## src/rtl/core/tti_pkg.sv

```systemverilog
// package for the trilinear table interpolator: payload structs, register indexes,
// grid geometry constants and shared helpers. no dependencies.
package tti_pkg;

  localparam int unsigned EnergyPoints = 32;
  localparam int unsigned BaryonPoints = 32;
  localparam int unsigned ChargePoints = 32;
  localparam int unsigned FractionBits = 24;
  localparam int unsigned StepBits     = 16;
  localparam int unsigned NumVal       = 5;
  localparam int unsigned ValW         = 32;

  localparam int unsigned EW = $clog2(EnergyPoints);
  localparam int unsigned BW = $clog2(BaryonPoints);
  localparam int unsigned QW = $clog2(ChargePoints);
  // one bank per corner parity, each bank holds one eighth of the grid
  localparam int unsigned EHW = EW - 1;
  localparam int unsigned BHW = BW - 1;
  localparam int unsigned QHW = QW - 1;
  localparam int unsigned BankAw = EHW + BHW + QHW;
  localparam int unsigned BankDepth = (EnergyPoints / 2) * (BaryonPoints / 2) *
                                      (ChargePoints / 2);
  localparam int unsigned WordW = NumVal * ValW;

  // valid line length: multiply, bank read and three interpolation stages
  localparam int unsigned PipeDepth = 5;

  localparam int unsigned CfgIdxW  = 3;
  localparam int unsigned CfgDataW = 32;
  localparam int unsigned PtsW     = 6;

  localparam logic [CfgIdxW-1:0] RegInvEnergy = 3'd0;
  localparam logic [CfgIdxW-1:0] RegInvBaryon = 3'd1;
  localparam logic [CfgIdxW-1:0] RegInvCharge = 3'd2;
  localparam logic [CfgIdxW-1:0] RegPtsEnergy = 3'd3;
  localparam logic [CfgIdxW-1:0] RegPtsBaryon = 3'd4;
  localparam logic [CfgIdxW-1:0] RegPtsCharge = 3'd5;

  localparam logic CmdWrite  = 1'b0;
  localparam logic CmdLookup = 1'b1;

  localparam logic signed [ValW-1:0] MinusOne = -(ValW'(1) << FractionBits);

  typedef struct packed {
    logic               cmd;
    logic [4:0]         write_index_energy;
    logic [4:0]         write_index_baryon;
    logic [4:0]         write_index_charge;
    logic signed [31:0] entry_pressure;
    logic signed [31:0] entry_temperature;
    logic signed [31:0] entry_mu_baryon;
    logic signed [31:0] entry_mu_strange;
    logic signed [31:0] entry_mu_charge;
    logic signed [31:0] energy_dens;
    logic signed [31:0] baryon_density;
    logic signed [31:0] charge_density;
  } in_beat_t;

  typedef struct packed {
    logic               out_of_range;
    logic signed [31:0] pressure;
    logic signed [31:0] temperature;
    logic signed [31:0] mu_baryon;
    logic signed [31:0] mu_strange;
    logic signed [31:0] mu_charge;
  } out_beat_t;

  typedef struct packed {
    logic [31:0]     inv_energy;
    logic [31:0]     inv_baryon;
    logic [31:0]     inv_charge;
    logic [PtsW-1:0] pts_energy;
    logic [PtsW-1:0] pts_baryon;
    logic [PtsW-1:0] pts_charge;
  } cfg_t;

  typedef logic [FractionBits-1:0] frac_t;
  typedef logic signed [ValW-1:0] val_t;
  typedef val_t [NumVal-1:0] vals_t;

  // one linear step: a + round_half_up((b - a) * w / 2^F)
  function automatic val_t lerp(input val_t a, input val_t b, input frac_t w);
    logic signed [ValW:0]                d;
    logic signed [ValW+FractionBits+1:0] p;
    logic signed [ValW+1:0]              r;
    d = {a[ValW-1], a} - {b[ValW-1], b};
    d = -d;
    p = d * $signed({1'b0, w});
    p = p + ((ValW+FractionBits+2)'(1) << (FractionBits - 1));
    r = (ValW+2)'(p >>> FractionBits);
    return val_t'((ValW+2)'(a) + r);
  endfunction

endpackage

```

## src/rtl/core/tti_locate.sv

```systemverilog
// coordinate scaling stage pair: multiply, then cell index and range check.
// depends on tti_pkg.
module tti_locate (
  input  logic                    clk,
  input  logic                    en,
  input  logic signed [31:0]      coord,
  input  logic [31:0]             inv,
  input  logic [tti_pkg::PtsW-1:0] pts,
  input  logic [tti_pkg::PtsW-1:0] limit,
  output logic [4:0]              idx,
  output tti_pkg::frac_t          frac,
  output logic                    bad
);
  import tti_pkg::*;

  logic [63:0]     prod_r, prod_nxt;
  logic            neg_r, neg_nxt;
  logic [PtsW-1:0] pts_r, pts_nxt;
  logic [23:0]     cell_idx;
  logic [PtsW-1:0] p_eff;

  // stage one: exact product, negative coordinate flag
  always_comb begin
    neg_nxt  = coord[31] && (inv != 32'd0);
    prod_nxt = coord[31] ? 64'd0 : 64'(unsigned'(coord)) * 64'(inv);
    pts_nxt  = (pts > limit) ? limit : pts;
  end

  always_ff @(posedge clk) begin
    if (en) begin
      prod_r <= prod_nxt;
      neg_r  <= neg_nxt;
      pts_r  <= pts_nxt;
    end
  end

  // stage two logic: cell select and upper edge check
  always_comb begin
    p_eff    = pts_r;
    cell_idx = prod_r[63:FractionBits+StepBits];
    bad      = neg_r || (p_eff < PtsW'(2)) || (cell_idx >= 24'(p_eff - PtsW'(1)));
    idx      = cell_idx[4:0];
    frac     = prod_r[FractionBits+StepBits-1:StepBits];
  end

endmodule

```

## config.mk

```make
export PLATFORM = sky130hd
export DESIGN_NAME = tti_locate
export DESIGN_NICKNAME = d
export VERILOG_FILES = /design/src/rtl/core/tti_pkg.sv /design/src/rtl/core/tti_locate.sv
export SDC_FILE = /design/constraint.sdc
export NUM_CORES = 2
export LEC_CHECK = 0
export BUFFER_PORTS_ARGS = -buffer_cell sky130_fd_sc_hd__buf_2
export CAP_MARGIN = 20
export CELL_PAD_IN_SITES_DETAIL_PLACEMENT = 1
export CELL_PAD_IN_SITES_GLOBAL_PLACEMENT = 1
export CORE_MARGIN = 8
export CORE_UTILIZATION = 56
export CTS_CLUSTER_DIAMETER = 40
export DETAILED_ROUTE_END_ITERATION = 12
export GPL_TIMING_DRIVEN = 0
export PLACE_DENSITY_LB_ADDON = 0.25
export SKIP_LAST_GASP = 1
export SYNTH_ARGS = -nofsm -noshare
export SYNTH_HDL_FRONTEND = slang
export SYNTH_SLANG_ARGS = --single-unit
```

## constraint.sdc

```tcl
create_clock -name clk -period 14.05 [get_ports clk]
set_input_delay 0.7025 -clock clk [delete_from_list [all_inputs] [get_ports clk]]
set_output_delay 0.7025 -clock clk [all_outputs]
set_load 0.005 [all_outputs]
```

# [Word-level counts from Yosys, hierarchy flattened]
# Index checks and enable logic that the tools add are counted.
[word_totals] register_bits=71 inputBits=78 output_inout_bits=30 word_cells=13
[classes] add_sub_neg=1 multipliers=1 order_cmp=3 mux=1 n_reduce_logical=4
[op_table] cell="multiplier 32 x 32 -> 64 bit" n=1
[op_table] cell="nonzero test 32 bit" n=1
[op_table] cell=">= comparator 24 bit" n=1
[op_table] cell="subtractor 6 x 1 -> 7 bit, second input constant" n=1
[op_table] cell="greater-than comparator 6 bit" n=1
[op_table] cell="< comparator 6 x 2 -> 1 bit, second input constant" n=1
[op_table] cell="two-way mux 6 bit" n=1
[op_table] cell="logical OR 1 bit" n=2
[op_table] cell="logical AND 1 bit" n=1

# [Longest topological paths before layout]
[logic_depth] word_depth=3 depth_mapped=29 mapped_depth_nobuf=27

# [Worst setup path after synthesis]
# Ideal clock, no wire load.
[synth_path] path_kind="in2reg" startpoint="input port coord[31]" endpoint="register prod_r[60] (data pin)" setup_ns=0.260 t_arrival_ns=7.687 t_required_ns=13.790 path_slack_ns=6.104 cell_stages=27 n_path_buf=3 cell_sequence="clkbuf_1 > clkbuf_1 > clkbuf_1 > nand2_1 > fa_1 > inv_1 > fa_1 > fa_1 > inv_1 > fa_1 > inv_1 > fa_1 > fa_1 > fa_1 > inv_1 > fa_1 > inv_1 > ha_1 > and3_1 > nand2_1 > nand4bb_1 > a211oi_1 > o21ai_0 > nand2_1 > a21oi_1 > o31ai_1 > mux2_2"
[synth_between] elab_chain_len=1
[synth_rtl] item="from (decl)" line_no="tti_locate.sv:6" rtl="input logic signed [31:0] coord,"
[synth_rtl] item="multiplier 32 x 32 -> 64 bit" line_no="tti_locate.sv:25" rtl="prod_nxt = coord[31] ? 64'd0 : 64'(unsigned'(coord)) * 64'(inv);"
[synth_rtl] item="to (signal assigned)" line_no="tti_locate.sv:31" rtl="prod_r <= prod_nxt;"
[synth_rtl] item="to (decl)" line_no="tti_locate.sv:16" rtl="logic [63:0] prod_r, prod_nxt;"
# Several ways; a longest one is shown, not always the timed one.
# A chain may end at the register's enable or synchronous reset.

# [Worst setup path after layout]
# Ends and elaborated chain as after synthesis.

==> results.json <==
{
  "hold_class": "primary input to flip-flop",
  "crit_slowest_cell": "a211oi_1",
  "wl_per_cell_um": 29.6,
  "synth.distinct_cells": 62,
  "synthArstFlopShare": 0,
  "ys_warn_count": 0,
  "critical_path.max_stage_delay_ns": 0.85,
  "worst_pin_slew_ns": 1.30,
  "startpoint_type": "primary input",
  "drive_above_1_share": 0.0435,
  "synthAdderAreaFrac": 0.598,
  "max_freq_mhz": 94.2,
  "synth_compound_area_frac": 0.0428,
  "ys_seq_area_frac": 0.0458,
  "syn_to_final_growth_pct": 5.43,
  "grtUsageTotal": 0.400,
  "cap_viol_max_count": 0,
  "syn_area_um2": 36100,
  "initial_core_util": 0.563,
  "core_area_um2": 64100,
  "synth_seq_cells": 55,
  "synth_cells": 3943,
  "holdPathStages": 3,
  "rsz0062_at_grt": "false",
  "yosys.area_share.simple": 0.176,
  "synth.avg_cell_area_um2": 9.15,
  "final_net_count": 5334,
  "die_y_um": 270,
  "cpLargestDelayFamily": "adder cells",
  "drc": 0,
  "cts_made_buffers": 5,
  "cts_tree": "built",
  "outcome": "completed",
  "cts-root-buf": "clkbuf_16",
  "cp-startpoint": "coord[31]",
  "viasPerCell": 6.00,
  "grt_pass1_wl_um": 213000,
  "post_cts_buffers": 0,
  "path_max_fanout": 10,
  "final-setup-viol-count": 0,
  "slew_headroom": 0.136,
  "antenna_found_initial": 11,
  "fp-row-count": 93,
  "holdCritStartpoint": "pts[2]",
  "syn_nets": 5207,
  "die-area_um2": 72800,
  "cp.depth": 28,
  "port_buffers": 107,
  "arrival_ns": 10.69,
  "vias": 29600,
  "synth_top_family_by_area": "adder cells",
  "cts-resized-gates": 0,
  "drt_iter0_markers": 2682,
  "wl_um": 146000,
  "dp_hpwl_um": 121000,
  "die_w_um": 270,
  "cts.hold.buffers_added": 0,
  "period_minus_slack_ns": 10.62,
  "antenna_left": 0,
  "grt_start_max_net_pins": 38,
  "cts.sinks": 55,
  "slew_viol_final": 0,
  "cp.required_ns": 14.12,
  "synth_mux_area_frac": 0.00215,
  "clk_pin_slew_worst_paths_ns": 0.08,
  "dr.pass1.iters": 5,
  "hold_end": "p_eff[2]$_DFFE_PP_",
  "io_pins": 108,
  "hold_viol_final": 0,
  "crit_top_cell": "fa_1",
  "synth-edff-count": 55,
  "path_buf_inv": 9,
  "finalCritPeriodShare": 0.756,
  "grt_overflow": 0,
  "grt_pass1_vias": 33400,
  "synthXorXnorAreaFrac": 0.0109,
  "htree_levels": 2,
  "critPathCaptureType": "flip-flop",
  "setup_slack_ns": 3.43,
  "worstSetupPathType": "primary input to flip-flop",
  "setup-tns-final_ns": 0,
  "post-place-ws_ns": 3.43,
  "cts_buffer_depth": 2,
  "ys.flop_type": "edfxtp_1",
  "gp_congestion": 1.01
}
through the flow:
step	instances	hold WS, ns	cell area [µm²]	utilization
global placement	4905	1.01	37700	0.588
global route	4928	0.710	38000	0.593
finish	4932	0.721	38000	0.593
floorplan	3943	0.815	36100	-
detailed placement	4909	1.02	37700	0.589
CTS	4917	0.711	37900	0.591
synth_stat cells, drive strengths merged (2+ instances only):
master / n / area (µm²)
ha: 291 / 3640
nor2: 70 / 263
clkbuf: 213 / 802
a21oi: 75 / 375
mux2: 6 / 67.6
a311o: 3 / 30.0
nand2b: 4 / 25.0
o221ai: 2 / 23.8
a221oi: 4 / 41.3
xor2: 17 / 149
nor4: 10 / 62.6
nand3: 16 / 80.1
o21a: 6 / 45.0
nor2b: 11 / 68.8
o31ai: 3 / 27.5
and2: 570 / 3570
inv: 915 / 3430
o21bai: 12 / 90.1
a41oi: 5 / 51.3
o21ai: 46 / 230
nand2: 510 / 1920
a31oi: 12 / 75.1
a21boi: 6 / 45.0
edfxtp: 55 / 1650
a2111o: 2 / 22.5
nor3: 15 / 75.1
o41ai: 2 / 17.5
a211oi: 6 / 50.1
nor3b: 3 / 22.5
xnor2: 28 / 245
a21o: 41 / 308
and4: 5 / 43.8
a211o: 3 / 26.3
and3: 12 / 75.1
o211ai: 4 / 35.0
fa: 895 / 17900
nand4: 18 / 113
buf: 34 / 241
cell usage in the layout (no fill, tap or decap), drive strengths merged, types with 10 or more instances in the layout:
master and n:
a21o 41, a21oi 75, a31oi 12, and2 570
and3 12, buf 154, clkbuf 218, edfxtp 55
fa 895, ha 291, inv 915, nand2 510
nand3 16, nand4 18, nor2 70, nor2b 11
nor3 15, nor4 10, o21ai 46, o21bai 12
xnor2 28, xor2 17
layout make-up:
class,count,area (µm²)
sequential,55,1650
tap,855,1070
fill,7540,26100
antenna,6,15.0
multi-input combinational,2726,29900
clock inverter,3,25.0
inverter,915,3430
timing repair buffer,120,724
buffer,247,1040
clock buffer,5,125
cell families after synthesis:
kind of cell               count (synthesis)
xor gates and xnor gates                  45
AOI/OAI and AO/OA                        238
muxes                                      7
buffers and inverters                   1162
and+or+nand+nor                         1250
adders and majority gates               1186
DFF                                       55
routing by layer:
metal  global-route usage  up-vias  wire, µm
met5                    0        -        13
met4                0.360        2     16300
met3               0.0880      672     13500
met2                0.626     1758     66600
met1                0.460    15400     49500
li1                     -    11800         -
sequential cells by signal (all words and copies together), names as in the netlist:
signal,count
p_eff,6
neg_r,1
prod_r,48
how the worst max path moves through the flow:
| stage | endpoint | slack, ns |
|---|---|---|
| floorplan | prod_r[60]$_SDFFCE_PP0P_ | 6.10 |
| global placement | prod_r[60]$_SDFFCE_PP0P_ | 3.45 |
| detailed placement | prod_r[60]$_SDFFCE_PP0P_ | 3.43 |
| CTS | prod_r[60]$_SDFFCE_PP0P_ | 3.72 |
| global route | prod_r[60]$_SDFFCE_PP0P_ | 3.14 |
| finish | prod_r[60]$_SDFFCE_PP0P_ | 3.43 |
Power is not shown: default switching activity piles up to over one toggle a cycle in this logic, so the estimate is an artifact.
